--- src/design/nsl_pkg.sv ---
// ----------------------------------------------------------------------------
// nsl_pkg: shared types and constants for the note sequence lock
// Beat payloads, register indexes, reset values and the white-key table.
// ----------------------------------------------------------------------------
package nsl_pkg;

  // Default sizes handed to the top level
  localparam int NumSoundsDef   = 29;
  localparam int MaxSequenceDef = 8;

  // Configuration port
  localparam int CfgDataW = 56;
  localparam int CfgIdxW  = 2;

  localparam logic [CfgIdxW-1:0] CFG_SEQ_NOTES  = 2'd0;
  localparam logic [CfgIdxW-1:0] CFG_SEQ_LENGTH = 2'd1;
  localparam logic [CfgIdxW-1:0] CFG_TIMEOUT    = 2'd2;
  localparam logic [CfgIdxW-1:0] CFG_BASE_NOTE  = 2'd3;

  // Register reset values
  localparam logic [55:0] SEQ_NOTES_RST  = 56'd0;
  localparam logic [3:0]  SEQ_LENGTH_RST = 4'd8;
  localparam logic [15:0] TIMEOUT_RST    = 16'd625;
  localparam logic [6:0]  BASE_NOTE_RST  = 7'd36;

  // Item opcodes and MIDI status
  localparam logic OP_MIDI = 1'b0;
  localparam logic OP_TICK = 1'b1;
  localparam logic [3:0] STATUS_NOTE_ON = 4'h9;

  // Semitone offset of each white key inside one octave
  localparam logic [3:0] WHITE_OFFSET [7] = '{4'd0, 4'd2, 4'd4, 4'd5, 4'd7, 4'd9, 4'd11};

  // Input beat
  typedef struct packed {
    logic       opcode;
    logic [7:0] status_byte;
    logic [6:0] midi_note;
  } item_t;

  // Result beat
  typedef struct packed {
    logic       note_on;
    logic       stop_previous;
    logic       sound_found;
    logic [4:0] sound_index;
    logic [2:0] match_count;
    logic       sequence_done;
    logic       timed_out;
  } result_t;

  // Semitone distance of white key k above the base note
  function automatic logic [6:0] key_offset(input int k);
    int         oct;
    logic [2:0] pos;
    oct = k / 7;
    pos = 3'(k % 7);
    return 7'(oct * 12 + int'(WHITE_OFFSET[pos]));
  endfunction

endpackage

--- src/design/nsl_if.sv ---
// ----------------------------------------------------------------------------
// nsl_if: valid/ready channels of the note sequence lock
// One channel for input items and one for result beats.
// ----------------------------------------------------------------------------
interface nsl_in_if;
  logic       valid;
  logic       ready;
  logic       opcode;
  logic [7:0] status_byte;
  logic [6:0] midi_note;

  modport source (output valid, output opcode, output status_byte,
                  output midi_note, input ready);
  modport sink   (input valid, input opcode, input status_byte,
                  input midi_note, output ready);
endinterface

interface nsl_out_if;
  logic       valid;
  logic       ready;
  logic       note_on;
  logic       stop_previous;
  logic       sound_found;
  logic [4:0] sound_index;
  logic [2:0] match_count;
  logic       sequence_done;
  logic       timed_out;

  modport source (output valid, output note_on, output stop_previous,
                  output sound_found, output sound_index, output match_count,
                  output sequence_done, output timed_out, input ready);
  modport sink   (input valid, input note_on, input stop_previous,
                  input sound_found, input sound_index, input match_count,
                  input sequence_done, input timed_out, output ready);
endinterface

--- src/design/nsl_key_map.sv ---
// ----------------------------------------------------------------------------
// nsl_key_map: note number to white-key sound index
// Compares the distance above the base note with every key offset in parallel.
// ----------------------------------------------------------------------------
module nsl_key_map #(
  parameter int NumSounds = nsl_pkg::NumSoundsDef
) (
  input  logic [6:0] note_i,
  input  logic [6:0] base_note_i,
  output logic       found_o,
  output logic [4:0] index_o
);
  import nsl_pkg::*;

  logic [7:0] diff;

  // Distance above the base; top bit set means the note lies below it
  assign diff = {1'b0, note_i} - {1'b0, base_note_i};

  // Keys have distinct offsets, so at most one compare hits
  always_comb begin
    found_o = 1'b0;
    index_o = '0;
    for (int k = 0; k < NumSounds; k++) begin
      if (!diff[7] && diff[6:0] == key_offset(k)) begin
        found_o = 1'b1;
        index_o = 5'(k);
      end
    end
  end

endmodule

--- src/design/nsl_seq_match.sv ---
// ----------------------------------------------------------------------------
// nsl_seq_match: sequence match, timeout and sound state
// Holds the lock state and updates it once per item leaving the input stage.
// ----------------------------------------------------------------------------
module nsl_seq_match #(
  parameter int MaxSequence = nsl_pkg::MaxSequenceDef
) (
  input  logic        clk_i,
  input  logic        rst_ni,
  input  logic        step_i,
  input  logic        is_tick_i,
  input  logic        is_note_on_i,
  input  logic [6:0]  note_i,
  input  logic        sound_found_i,
  input  logic [55:0] seq_notes_i,
  input  logic [3:0]  seq_length_i,
  input  logic [15:0] timeout_ticks_i,
  output logic        stop_previous_o,
  output logic [2:0]  match_count_o,
  output logic        sequence_done_o,
  output logic        timed_out_o
);
  import nsl_pkg::*;

  logic [2:0]  pos_q, pos_d;
  logic        active_q, active_d;
  logic [15:0] ticks_q, ticks_d;
  logic        playing_q, playing_d;

  logic [3:0] eff_len;
  logic [3:0] pos_inc;
  logic [5:0] tgt_lsb;
  logic [6:0] target;
  logic       hit;

  // Length in use: zero reads as one, saturates at the maximum
  always_comb begin
    eff_len = seq_length_i;
    if (eff_len == 4'd0) begin
      eff_len = 4'd1;
    end
    if (eff_len > 4'(MaxSequence)) begin
      eff_len = 4'(MaxSequence);
    end
  end

  // Lowest bit of the target entry at the current position
  assign tgt_lsb = 6'(pos_q) * 6'd7;
  assign target  = seq_notes_i[tgt_lsb +: 7];
  assign hit     = (note_i == target);
  assign pos_inc = {1'b0, pos_q} + 4'd1;

  // Next state and result flags
  always_comb begin
    pos_d           = pos_q;
    active_d        = active_q;
    ticks_d         = ticks_q;
    playing_d       = playing_q;
    sequence_done_o = 1'b0;
    timed_out_o     = 1'b0;
    stop_previous_o = 1'b0;
    if (is_tick_i) begin
      if (active_q) begin
        if (ticks_q <= 16'd1) begin
          active_d    = 1'b0;
          ticks_d     = '0;
          pos_d       = '0;
          timed_out_o = 1'b1;
        end else begin
          ticks_d = ticks_q - 16'd1;
        end
      end
    end else if (is_note_on_i) begin
      stop_previous_o = playing_q;
      playing_d       = sound_found_i;
      if (hit) begin
        active_d = 1'b1;
        ticks_d  = timeout_ticks_i;
        if (pos_inc >= eff_len) begin
          pos_d           = '0;
          sequence_done_o = 1'b1;
        end else begin
          pos_d = pos_inc[2:0];
        end
      end else begin
        active_d = 1'b0;
        ticks_d  = '0;
        pos_d    = '0;
      end
    end
  end

  assign match_count_o = pos_d;

  // State registers
  always_ff @(posedge clk_i or negedge rst_ni) begin
    if (!rst_ni) begin
      pos_q     <= '0;
      active_q  <= 1'b0;
      ticks_q   <= '0;
      playing_q <= 1'b0;
    end else if (step_i) begin
      pos_q     <= pos_d;
      active_q  <= active_d;
      ticks_q   <= ticks_d;
      playing_q <= playing_d;
    end
  end

  // Checks
  a_pos_in_range: assert property (@(posedge clk_i) disable iff (!rst_ni)
    {1'b0, pos_q} < 4'(MaxSequence))
    else $error("match position beyond sequence maximum");

  a_idle_no_ticks: assert property (@(posedge clk_i) disable iff (!rst_ni)
    !active_q |-> ticks_q == 16'd0)
    else $error("ticks left while timeout idle");

  a_expire_rewinds: assert property (@(posedge clk_i) disable iff (!rst_ni)
    step_i && timed_out_o |=> pos_q == 3'd0 && !active_q)
    else $error("expiry did not rewind the match");

endmodule

--- src/design/note_sequence_lock.sv ---
// ----------------------------------------------------------------------------
// note_sequence_lock: MIDI note-sequence combination lock with timeout
// Input stage, key mapping and sequence match, registered result stage.
// ----------------------------------------------------------------------------
// Takes one item per clock while the output is not stalled: a MIDI message or
// a timer tick. Every item gives exactly one result beat through the input
// register and then the result register. Items flow back to back at one per
// cycle when not stalled; the rate is set by the lock state (match position,
// timeout counter, sound flag), read and rewritten as an item moves from the
// input register to the result register. Configuration registers are written
// through the plain write port and must only change while no item is in flight.
module note_sequence_lock #(
  parameter int NumSounds   = nsl_pkg::NumSoundsDef,
  parameter int MaxSequence = nsl_pkg::MaxSequenceDef
) (
  input  logic                          clk_i,
  input  logic                          rst_ni,
  input  logic                          cfg_we_i,
  input  logic [nsl_pkg::CfgIdxW-1:0]   cfg_index_i,
  input  logic [nsl_pkg::CfgDataW-1:0]  cfg_wdata_i,
  nsl_in_if.sink                        in_i,
  nsl_out_if.source                     out_o
);
  import nsl_pkg::*;

  // Configuration registers
  logic [55:0] seq_notes_q;
  logic [3:0]  seq_length_q;
  logic [15:0] timeout_q;
  logic [6:0]  base_note_q;

  // Pipeline registers
  logic    in_valid_q, in_valid_d;
  item_t   in_item_q;
  logic    out_valid_q, out_valid_d;
  result_t out_res_q, out_res_d;

  logic in_take;
  logic out_free;
  logic advance;
  logic is_tick;
  logic is_note_on;
  logic found;
  logic [4:0] index;
  logic stop_prev;
  logic [2:0] match_count;
  logic seq_done;
  logic timed_out;

  // Configuration writes
  always_ff @(posedge clk_i or negedge rst_ni) begin
    if (!rst_ni) begin
      seq_notes_q  <= SEQ_NOTES_RST;
      seq_length_q <= SEQ_LENGTH_RST;
      timeout_q    <= TIMEOUT_RST;
      base_note_q  <= BASE_NOTE_RST;
    end else if (cfg_we_i) begin
      case (cfg_index_i)
        CFG_SEQ_NOTES:  seq_notes_q  <= cfg_wdata_i[55:0];
        CFG_SEQ_LENGTH: seq_length_q <= cfg_wdata_i[3:0];
        CFG_TIMEOUT:    timeout_q    <= cfg_wdata_i[15:0];
        CFG_BASE_NOTE:  base_note_q  <= cfg_wdata_i[6:0];
        default: ;
      endcase
    end
  end

  // Handshake
  assign out_free   = !out_valid_q || out_o.ready;
  assign advance    = in_valid_q && out_free;
  assign in_i.ready = !in_valid_q || advance;
  assign in_take    = in_i.valid && in_i.ready;

  // Input stage
  always_comb begin
    in_valid_d = in_valid_q;
    if (in_take) begin
      in_valid_d = 1'b1;
    end else if (advance) begin
      in_valid_d = 1'b0;
    end
  end

  always_ff @(posedge clk_i or negedge rst_ni) begin
    if (!rst_ni) begin
      in_valid_q <= 1'b0;
    end else begin
      in_valid_q <= in_valid_d;
    end
  end

  always_ff @(posedge clk_i) begin
    if (in_take) begin
      in_item_q <= '{opcode:      in_i.opcode,
                     status_byte: in_i.status_byte,
                     midi_note:   in_i.midi_note};
    end
  end

  // Item decode
  assign is_tick    = (in_item_q.opcode == OP_TICK);
  assign is_note_on = (in_item_q.opcode == OP_MIDI) &&
                      (in_item_q.status_byte[7:4] == STATUS_NOTE_ON);

  nsl_key_map #(
    .NumSounds (NumSounds)
  ) u_key_map (
    .note_i      (in_item_q.midi_note),
    .base_note_i (base_note_q),
    .found_o     (found),
    .index_o     (index)
  );

  nsl_seq_match #(
    .MaxSequence (MaxSequence)
  ) u_seq_match (
    .clk_i           (clk_i),
    .rst_ni          (rst_ni),
    .step_i          (advance),
    .is_tick_i       (is_tick),
    .is_note_on_i    (is_note_on),
    .note_i          (in_item_q.midi_note),
    .sound_found_i   (found),
    .seq_notes_i     (seq_notes_q),
    .seq_length_i    (seq_length_q),
    .timeout_ticks_i (timeout_q),
    .stop_previous_o (stop_prev),
    .match_count_o   (match_count),
    .sequence_done_o (seq_done),
    .timed_out_o     (timed_out)
  );

  // Result beat
  always_comb begin
    out_res_d.note_on       = is_note_on;
    out_res_d.stop_previous = stop_prev;
    out_res_d.sound_found   = is_note_on && found;
    out_res_d.sound_index   = is_note_on ? index : 5'd0;
    out_res_d.match_count   = match_count;
    out_res_d.sequence_done = seq_done;
    out_res_d.timed_out     = timed_out;
  end

  always_comb begin
    out_valid_d = out_valid_q;
    if (advance) begin
      out_valid_d = 1'b1;
    end else if (out_o.ready) begin
      out_valid_d = 1'b0;
    end
  end

  always_ff @(posedge clk_i or negedge rst_ni) begin
    if (!rst_ni) begin
      out_valid_q <= 1'b0;
    end else begin
      out_valid_q <= out_valid_d;
    end
  end

  always_ff @(posedge clk_i) begin
    if (advance) begin
      out_res_q <= out_res_d;
    end
  end

  assign out_o.valid         = out_valid_q;
  assign out_o.note_on       = out_res_q.note_on;
  assign out_o.stop_previous = out_res_q.stop_previous;
  assign out_o.sound_found   = out_res_q.sound_found;
  assign out_o.sound_index   = out_res_q.sound_index;
  assign out_o.match_count   = out_res_q.match_count;
  assign out_o.sequence_done = out_res_q.sequence_done;
  assign out_o.timed_out     = out_res_q.timed_out;

  // Checks
  a_done_rewinds: assert property (@(posedge clk_i) disable iff (!rst_ni)
    out_valid_q && out_res_q.sequence_done |-> out_res_q.match_count == 3'd0)
    else $error("sequence done without rewind");

  a_sound_needs_note: assert property (@(posedge clk_i) disable iff (!rst_ni)
    out_valid_q && (out_res_q.sound_found || out_res_q.stop_previous)
      |-> out_res_q.note_on)
    else $error("sound flags on a beat that is not a note-on");

  a_expire_is_tick: assert property (@(posedge clk_i) disable iff (!rst_ni)
    out_valid_q && out_res_q.timed_out
      |-> !out_res_q.note_on && out_res_q.match_count == 3'd0)
    else $error("timeout on a note beat or without rewind");

endmodule
--- src/flat_wrapper.sv ---
// flat-port wrapper written by rule: the top's interface ports become plain ports
module note_sequence_lock_flat import nsl_pkg::*;
#(
  parameter int NumSounds   = nsl_pkg::NumSoundsDef,
  parameter int MaxSequence = nsl_pkg::MaxSequenceDef
)
  (clk_i, rst_ni, cfg_we_i, cfg_index_i, cfg_wdata_i, in_i_valid, in_i_opcode, in_i_status_byte, in_i_midi_note, in_i_ready, out_o_valid, out_o_note_on, out_o_stop_previous, out_o_sound_found, out_o_sound_index, out_o_match_count, out_o_sequence_done, out_o_timed_out, out_o_ready);
  nsl_in_if in_i_i ();
  nsl_out_if out_o_i ();
  input  logic clk_i;
  input  logic rst_ni;
  input  logic cfg_we_i;
  input  logic [nsl_pkg::CfgIdxW-1:0] cfg_index_i;
  input  logic [nsl_pkg::CfgDataW-1:0] cfg_wdata_i;
  input wire logic [$bits(in_i_i.valid)-1:0] in_i_valid;
  input wire logic [$bits(in_i_i.opcode)-1:0] in_i_opcode;
  input wire logic [$bits(in_i_i.status_byte)-1:0] in_i_status_byte;
  input wire logic [$bits(in_i_i.midi_note)-1:0] in_i_midi_note;
  output wire logic [$bits(in_i_i.ready)-1:0] in_i_ready;
  output wire logic [$bits(out_o_i.valid)-1:0] out_o_valid;
  output wire logic [$bits(out_o_i.note_on)-1:0] out_o_note_on;
  output wire logic [$bits(out_o_i.stop_previous)-1:0] out_o_stop_previous;
  output wire logic [$bits(out_o_i.sound_found)-1:0] out_o_sound_found;
  output wire logic [$bits(out_o_i.sound_index)-1:0] out_o_sound_index;
  output wire logic [$bits(out_o_i.match_count)-1:0] out_o_match_count;
  output wire logic [$bits(out_o_i.sequence_done)-1:0] out_o_sequence_done;
  output wire logic [$bits(out_o_i.timed_out)-1:0] out_o_timed_out;
  input wire logic [$bits(out_o_i.ready)-1:0] out_o_ready;
  assign in_i_i.valid = in_i_valid;
  assign in_i_i.opcode = in_i_opcode;
  assign in_i_i.status_byte = in_i_status_byte;
  assign in_i_i.midi_note = in_i_midi_note;
  assign in_i_ready = in_i_i.ready;
  assign out_o_valid = out_o_i.valid;
  assign out_o_note_on = out_o_i.note_on;
  assign out_o_stop_previous = out_o_i.stop_previous;
  assign out_o_sound_found = out_o_i.sound_found;
  assign out_o_sound_index = out_o_i.sound_index;
  assign out_o_match_count = out_o_i.match_count;
  assign out_o_sequence_done = out_o_i.sequence_done;
  assign out_o_timed_out = out_o_i.timed_out;
  assign out_o_i.ready = out_o_ready;
  note_sequence_lock #(.NumSounds(NumSounds), .MaxSequence(MaxSequence)) u_core (.clk_i(clk_i), .rst_ni(rst_ni), .cfg_we_i(cfg_we_i), .cfg_index_i(cfg_index_i), .cfg_wdata_i(cfg_wdata_i), .in_i(in_i_i), .out_o(out_o_i));
endmodule
--- config.mk ---
export PLATFORM = sky130hd
export DESIGN_NAME = note_sequence_lock_flat
export DESIGN_NICKNAME = d
export VERILOG_FILES = /design/src/design/nsl_pkg.sv /design/src/design/nsl_if.sv /design/src/design/nsl_key_map.sv /design/src/design/nsl_seq_match.sv /design/src/design/note_sequence_lock.sv /design/src/flat_wrapper.sv
export SDC_FILE = /design/constraint.sdc
export NUM_CORES = 1
export LEC_CHECK = 0
export BUFFER_PORTS_ARGS = -buffer_cell sky130_fd_sc_hd__buf_2
export CORE_MARGIN = 4
export CORE_UTILIZATION = 58
export DETAILED_ROUTE_END_ITERATION = 6
export GPL_ROUTABILITY_DRIVEN = 0
export GPL_TIMING_DRIVEN = 0
export PLACE_DENSITY = 0.79
export RECOVER_POWER = 50
export SETUP_SLACK_MARGIN = 0.02
export SLEW_MARGIN = 20
export SYNTH_ARGS = -nofsm -noshare
export SYNTH_HDL_FRONTEND = slang
export SYNTH_SLANG_ARGS = --single-unit
--- constraint.sdc ---
create_clock -name clk_i -period 3.4 [get_ports clk_i]
set_input_delay 0.17 -clock clk_i [delete_from_list [all_inputs] [get_ports clk_i]]
set_output_delay 0.17 -clock clk_i [all_outputs]
set_load 0.02 [all_outputs]
### After elaboration in Yosys (flattened, before gate mapping)

Cells that the tools add are included.

| word-level totals | value |
|---|---|
| bits in registers | 135 |
| bits of input ports | 79 |
| output and inout port bits | 15 |
| word-level logic and storage cells | 202 |

| operators by class | value |
|---|---|
| add/sub/neg operators | 3 |
| multiply operators | 1 |
| order comparisons | 3 |
| eq/ne operators | 34 |
| shift operators | 1 |
| multiplexer cells | 81 |
| bitwise gates (word level) | 3 |
| reductions and logical operators | 55 |

Operators by type and width:

| operator | count |
|---|---|
| 5-bit 2-to-1 mux | 27 |
| 16-bit 2-to-1 mux | 5 |
| 7-bit by 5-bit equality test with 1-bit output (second input constant) | 10 |
| 7-bit by 6-bit equality test with 1-bit output (second input constant) | 10 |
| 56-bit by 7-bit indexed part select with 7-bit output | 1 |
| 1-bit 2-to-1 mux | 41 |
| 1-bit logical AND | 33 |
| 7-bit by 4-bit equality test with 1-bit output (second input constant) | 4 |
| 7-bit by 3-bit equality test with 1-bit output (second input constant) | 3 |
| 3-bit 2-to-1 mux | 6 |
| 16-bit by 1-bit <= comparator with 1-bit output (second input constant) | 1 |
| 16-bit by 1-bit subtractor with 16-bit output (second input constant) | 1 |
| 2-bit AND reduction | 6 |
| 4-bit 2-to-1 mux | 2 |
| 7-bit by 7-bit subtractor with 8-bit output | 1 |
| 7-bit by 2-bit equality test with 1-bit output (second input constant) | 1 |
| 7-bit equality test | 1 |
| 7-bit logical NOT | 1 |
| 3-bit by 3-bit multiplier with 6-bit output (second input constant) | 1 |
| 3-bit AND reduction | 2 |
| 2-bit nonzero test | 3 |
| 3-bit by 1-bit adder with 4-bit output (second input constant) | 1 |
| 2-bit equality test (second input constant) | 2 |
| 4-bit equality test (second input constant) | 1 |
| 11 further kinds | 17 |

### Depth between registers and ports, before layout

Gate-level depths: netlist of run 1.

| depth | value |
|---|---|
| word-level depth | 33 |
| mapped depth | 12 |
| depth with buffers taken out | 12 |

### Cells and area by module

A second synthesis of run 1 with hierarchy kept.

| second synthesis, totals | value |
|---|---|
| cells, all modules | 557 |
| area total of the unflattened synthesis | 6,998.0 µm² |

Modules (own cells, without submodules):

| module | times used | cells each | area an instance (µm²) | sequential area each (µm²) |
|---|---|---|---|---|
| note_sequence_lock | 1 | 219 | 4,023.9 | 2,887.8 |
| nsl_seq_match | 1 | 202 | 1,943.1 | 525.5 |
| nsl_key_map | 1 | 136 | 1,031.0 | 0.0 |

### Worst setup path before layout of run 1

No wires, ideal clock.

| timing | value |
|---|---|
| path type | register -> register |
| start | register u_core.in_item_q[0] (netlist bit) |
| end | register u_core.out_res_q, in the netlist u_core.out_o.sound_found (data pin) |
| setup time | 0.259 ns |
| arrival time | 2.694 ns |
| data required time | 3.141 ns |
| setup slack | 0.447 ns |
| cell stages (with the launch flop) | 13 |
| buffers on the path | 1 |
| clock period less this slack | 2.953 ns |
| path through | edfxtp_1 inv_1 ha_1 fa_1 buf_2 nand2b_1 a21oi_1 xor2_1 nor3_1 a22oi_1 o221a_2 a31o_2 nor2_1 |

RTL lines:

| element | line | RTL |
|---|---|---|
| from (decl) | note_sequence_lock.sv:34 | `item_t in_item_q;` |
| from (signal assigned) | note_sequence_lock.sv:94 | `in_item_q <= '{opcode: in_i.opcode,` |
| to (signal assigned) | note_sequence_lock.sv:163 | `out_res_q <= out_res_d;` |
| to (decl) | note_sequence_lock.sv:36 | `result_t out_res_q, out_res_d;` |

==> metrics, run 1 <==
CTS root buf clkbuf_16; Gate Count Post-Synth 579; DRC Markers 0; setup TNS 0 ns; Area contributors post-synth dfrtp_1, mux2_2, edfxtp_1; yosys synthesis warning count 0; Total GRT Usage 27.7%; CP startpoint kind flop; Num CTS Buffers 17; vias post-DR 5,422; total global routing overflow 0; Die ar. 0.0136 mm²; Syn Area/Cell 11.8 µm²; Initial Util 59.5%; crit path time final 3.21 ns; outcome finished clean; Routed Wire Length 17,900 µm; Clock Sinks 131; Async S/R FF share, synth 80.9%; RSZ-0062 raised after global routing no; Area Overhead vs Synth 26.4%; Worst Path Max Fanout 9; number of synthesized register bits 131; post-synth top area cell dfrtp_1; max-cap violations 0; vias in the first global route 5,430; # diodes 0; Clock Path Buffers 2; worst hold-check path type in -> reg; commonest cells in the netlist dfrtp_1, mux2_2, nand2_1, nor2_1; die width 116 µm; layout cell share with drive strength beyond 1 33.0%; CTS tree done; Die H 116 µm; final-stage net count 838; Clock H-tree levels 4; VDD IR max 0.461 mV; Crit Path Category reg -> reg; clk slew on worst S/H paths 0.06 ns; Post-synth EDFFs 25; Worst Max-Slew Pin Slew 1.42 ns; Yosys cell types 66; row count 39; final HPWL from detailed placement 11,600 µm; initial antenna violation count 0; Cell Area, Synth 0.00682 mm²; PwrDens 593 mW/mm²; Skew-Pair Late Insertion Delay 0.43 ns; Port Buf Inserts 89; drt initial violations 449; Pre-Repair DR Iteration Count 5; first-pass GRT wire length 28,100 µm; largest net degree at the start of global routing 58; post-placement cell area 0.00748 mm²; crit path DAT 3.48 ns; top-count cell post-synth dfrtp_1; fill count 705; DR vias/cell 6.02; Leak 3.66 nW; Main synth FF type dfrtp_1; Synth Net Count 673; IO Pins 94; relative slew slack 5.33%; Final Cell Area 0.00862 mm²; area share of the largest cell type after synthesis 36.0%; worst path required time 3.67 ns; Hold Fails Final Rpt 0; sequential area share after synthesis 50.0%; pins over their slew limit 0; post-layout util 75.2%; # setup viols final 0; CORE AREA 0.0115 mm²; antenna violation net count after detailed routing 0; clock skew 0.0168 ns; period utilization 94.4%; Max Clk Rate 311 MHz; Critical Path Sink Type flop; Final Power 5.11 mW; DR WL/cell 19.9 µm
==> per-stage QoR <==
step / worst slack, ns / instances / hold WS (ns)
CTS: 0.0545 / 899 / 0.00645
finish: 0.189 / 900 / 0.0190
global route: 0.0557 / 900 / 0.00801
floorplan: 0.447 / 579 / -0.126
detailed placement: 0.0175 / 812 / 0.173
global placement: 0.0708 / 811 / 0.348
==> final timing paths <==
check,start,endpoint,slack [ns],cells after the start
hold / removal,cfg_wdata_i[13],u_core.seq_notes_q[13],0.02,2
hold reg to reg,u_core.timeout_q[3],u_core.u_seq_match.ticks_q[3],0.49,2
setup / recovery,u_core.in_item_q[0],u_core.out_o.sound_found,0.19,12
max in group asynchronous,rst_ni,u_core.seq_notes_q[41],0.88,3
min in group asynchronous,rst_ni,u_core.in_valid_q,0.61,2
setup reg to reg,u_core.in_item_q[0],u_core.out_o.sound_found,0.19,12
==> state kept, by name, summed over array words and instances (netlist names), 3 cells and up <==
signal                      cells
u_core.u_seq_match.pos_q        3
u_core.in_item_q               11
u_core.out_o.match_count        3
u_core.out_o.sound_index        5
u_core.base_note_q              7
u_core.seq_notes_q             56
u_core.u_seq_match.ticks_q     16
u_core.seq_length_q             4
u_core.timeout_q               16
==> kinds of logic after synthesis <==
logic type               Yosys count  synth area share [%]
AND/OR/NAND/NOR                  162                  11.9
XOR/XNOR                          19                  2.44
flip-flops                       131                  50.0
adder cells (fa/ha/maj)           15                  2.86
buffers and inverters             42                  2.66
AO/OA/AOI/OAI                    104                  10.1
multiplexers                     106                  19.9
==> final cells by class <==
| class | instances | area (µm²) | area share (%) |
|---|---|---|---|
| plain buffers | 25 | 118 | 1.36 |
| clock buffers | 20 | 458 | 5.31 |
| clock inverters | 12 | 93.8 | 1.09 |
| inverters | 17 | 63.8 | 0.740 |
| multi-input cells | 406 | 3290 | 38.2 |
| flip-flops and latches | 131 | 3410 | 39.6 |
| well taps | 143 | 179 | 2.08 |
| repair buffers | 146 | 1010 | 11.7 |
==> critical path: stages, from the launching register on <==
cell and delay (ns):
edfxtp_1 0.40, inv_1 0.07, ha_1 0.23, fa_1 0.42
buf_2 0.19, nand2b_1 0.24, a21oi_4 0.25, xnor2_2 0.19
a21oi_2 0.28, a22oi_1 0.14, o221a_2 0.29, a31o_2 0.26
nor2_1 0.11
==> what timing repair did <==
item,CTS,global route
resized for setup,2,7
endpoints found under the setup margin,3,4
setup buffers,0,1
endpoints found under the hold margin,106,0
hold buffers,55,0
==> power breakdown <==
group	internal (mW)	total [mW]	switching, mW	leakage, nW
sequential	1.84	1.99	0.147	1.51
combinational	0.635	1.41	0.774	1.87
clock	0.987	1.71	0.721	0.272
total	3.47	5.11	1.64	3.66
==> routing by layer <==
metal	wire length [µm]	up-vias	global-route usage, %
met2	9170	249	46.8
met4	375	0	9.98
met5	0	-	0
met3	1230	41	6.48
li1	-	2487	-
met1	7100	2645	35.0
==> placed cells by master (no fill, tap or decap), types with 4 or more instances in the layout <==
master / instances
nor2_1: 31
nor3_1: 14
clkbuf_1: 16
xor2_1: 6
inv_1: 16
nand2b_1: 6
o21ai_0: 25
buf_2: 93
nand3_1: 17
mux4_1: 5
xnor2_1: 9
clkbuf_16: 18
ha_1: 14
mux2i_1: 8
edfxtp_1: 25
o22ai_1: 6
mux2_2: 84
a22oi_1: 4
nor4_1: 7
a21oi_1: 22
or4_1: 5
dfrtp_1: 98
inv_6: 5
o211ai_1: 9
nand2_1: 51
dfstp_2: 6
mux4_2: 9
dlygate4sd3_1: 55
Note: power is estimated with default switching activity, not from simulation.
==> run 2, diff against run 1 <==
CORE_ASPECT_RATIO = 0.5   (was unset)
CTS_CLUSTER_SIZE = 28   (was unset)
==> run 2 against run 1 <==
The flow now finishes with violations (max-capacitance violations, max-slew violations). Wire length rose by 4.6%. Hold slack got worse by 0.017 ns. Register-to-register slack got worse by 0.04 ns. Final area is 0.70% higher. Power rose by 2.0%. Clock skew is 0.0020 ns higher. Setup slack worse by 0.041 ns. Sequential power about the same. Utilization increased by 2.0 points. Die area increased by 0.78%. Non-clock buffer count grew 2. Critical endpoint is now u_core.out_o.match_count[2]. Largest cell class unchanged. Largest power group unchanged.
==> metrics, run 2 (synthesis gave the netlist of run 1 again) <==
Total GRT Usage 28.3% (was 27.7%); pins over their slew limit 43 (was 0); fin cells 918 (was 900); final HPWL from detailed placement 11,800 µm (was 11,600 µm); VDD IR max 0.360 mV (was 0.461 mV); CTS root buf clkbuf_16 (unchanged); post-layout util 77.2% (was 75.2%); FF-to-FF setup slack 0.15 ns (was 0.19 ns); Hold Fails Final Rpt 0 (unchanged); outcome complete, but fails checks (was finished clean); Die ar. 0.0137 mm² (was 0.0136 mm²); PwrDens 600 mW/mm² (was 593 mW/mm²); Max Clk Rate 307 MHz (was 311 MHz); Skew-Pair Late Insertion Delay 0.42 ns (was 0.43 ns); CP startpoint kind flop (unchanged); Port Buf Inserts 89 (unchanged); reg2reg start u_core.u_seq_match.pos_q[1] (was u_core.in_item_q[0]); row count 27 (was 39); worst setup margin 0.148 ns (was 0.189 ns); Hold Path Sink u_core.timeout_q[14] (was u_core.seq_notes_q[13]); setup TNS 0 ns (unchanged); commonest non-fill, non-tap cell in the layout dfrtp_1 (unchanged); Worst R2R Path Depth 10 (was 12); CTS tree done (unchanged); largest registers u_core.seq_notes_q x56, u_core.timeout_q x16, u_core.u_seq_match.ticks_q x16 (unchanged); max reg flops 56 (unchanged); max-cap violations 1 (was 0); largest net degree at the start of global routing 65 (was 58); crit path DAT 3.48 ns (about the same); Critical Path Sink Type flop (unchanged); period utilization 95.7% (was 94.4%); clk slew on worst S/H paths 0.06 ns (about the same); worst hold-check path type in -> reg (unchanged); vias post-DR 5,523 (was 5,422); vias in the first global route 5,676 (was 5,430); Area Overhead vs Synth 27.3% (was 26.4%); CORE AREA 0.0112 mm² (was 0.0115 mm²); layout cell share with drive strength beyond 1 32.7% (was 33.0%); Routed Wire Length 18,700 µm (was 17,900 µm); HP Start cfg_wdata_i[14] (was cfg_wdata_i[13]); Die H 84.7 µm (was 116 µm); Clock Sinks 131 (unchanged); initial antenna violation count 0 (unchanged); first-pass GRT wire length 29,800 µm (was 28,100 µm); placed cell count 828 (was 812); most frequent cells in the layout dfrtp_1, buf_2, mux2_2, dlygate4sd3_1, nand2_1 (unchanged); Initial Util 60.6% (was 59.5%); drt initial violations 513 (was 449); Worst Path Max Fanout 10 (was 9); worst path required time 3.63 ns (was 3.67 ns); total global routing overflow 0 (unchanged); clock skew 0.0188 ns (was 0.0168 ns); crit path time final 3.25 ns (was 3.21 ns); Pre-Repair DR Iteration Count 5 (unchanged); failing checks max-capacitance violations, max-slew violations; FF-to-FF End u_core.out_o.match_count[2] (was u_core.out_o.sound_found); RSZ-0062 raised after global routing no (unchanged); IO Pins 94 (unchanged); pre-CTS setup slack -0.00638 ns (was 0.0175 ns); Num CTS Buffers 17 (unchanged); DRC Markers 0 (unchanged); antenna violation net count after detailed routing 0 (unchanged); Largest Register u_core.seq_notes_q (unchanged); Leak 3.68 nW (was 3.66 nW); Worst Max-Slew Pin Slew 2.34 ns (was 1.42 ns); DR vias/cell 6.02 (about the same); Crit Path Category reg -> reg (unchanged); Clock Path Buffers 2 (unchanged); DR WL/cell 20.4 µm (was 19.9 µm); Clock H-tree levels 4 (unchanged); relative slew slack -56.0% (was 5.33%); final-stage net count 840 (was 838); WHS Path Cells 2 (unchanged); Final Power 5.21 mW (was 5.11 mW); die width 161 µm (was 116 µm); # setup viols final 0 (unchanged); # diodes 0 (unchanged)
## run 2: changes by cell type in the layout (fill, tap and decap cells not counted), sizes merged
| cell | previous run | this run |
|---|---|---|
| clkbuf | 37 | 34 |
| clkinv | 5 | 4 |
| buf | 99 | 100 |
| dlygate4sd3 | 55 | 57 |
| inv | 23 | 26 |
## run 2: critical path, cell delays in order (launching register included)
cell      delay, ns
dfrtp_1        0.36
clkbuf_1       0.48
buf_2          0.37
mux4_1         0.35
mux2i_1        0.37
xnor2_1        0.13
nor4_2         0.18
nand4_2        0.26
nor2_2         0.30
a21oi_1        0.11
o32ai_1        0.14
## run 2: power by group
part,switching [mW],internal [mW]
logic,0.791,0.633
registers,0.150,1.84
clock network,0.804,0.991
total,1.74,3.47
## run 2: how the worst max path moves through the flow
| stage | end | cells after the start | slack [ns] | start |
|---|---|---|---|---|
| after floorplan | u_core.out_o.sound_found | 12 | 0.45 | u_core.in_item_q[0] |
| after global placement | u_core.out_o.sound_index[0] | 12 | 0.05 | u_core.in_item_q[0] |
| after detailed placement | u_core.out_o.sound_found | 12 | -0.006 | u_core.in_item_q[0] |
| after CTS | u_core.out_o.sound_found | 12 | 0.02 | u_core.in_item_q[0] |
| after global routing | u_core.out_o.sound_index[0] | 12 | 0.02 | u_core.in_item_q[0] |
| final | u_core.out_o.match_count[2] | 10 | 0.15 | u_core.u_seq_match.pos_q[1] |
## run 2: area by class of cell
cell class / instances / area, µm²
plain buffers: 25 / 118
clock buffers: 18 / 439
clock inverters: 14 / 136
fillers: 686 / 2570
inverters: 17 / 63.8
multi-input cells: 406 / 3260
flip-flops and latches: 131 / 3410
well taps: 159 / 199
repair buffers: 148 / 1050
## run 2: routing by layer
| metal | up-vias | track usage [%] | routed length [µm] |
|---|---|---|---|
| met3 | 55 | 7.65 | 1570 |
| met2 | 289 | 45.9 | 8940 |
| met1 | 2690 | 37.1 | 7620 |
| met5 | - | 0 | 0 |
| met4 | 0 | 9.91 | 551 |
| li1 | 2489 | - | - |
## run 2: repair_timing
action,4_1_cts,5_1_grt
hold buffers,51,6
resized for setup,1,5
gates cloned,0,0
endpoints found under the setup margin,2,5
pin swaps,0,1
buffers inserted,0,1
hold endpoints to repair,95,6
## run 2: per-stage QoR
| step | hold WS (ns) | area (µm²) |
|---|---|---|
| after floorplan | -0.126 | 6820 |
| after global placement | 0.347 | 7460 |
| after detailed placement | 0.115 | 7500 |
| after CTS | 0.000737 | 8590 |
| after global routing | 0.00199 | 8680 |
| final | 0.00248 | 8680 |
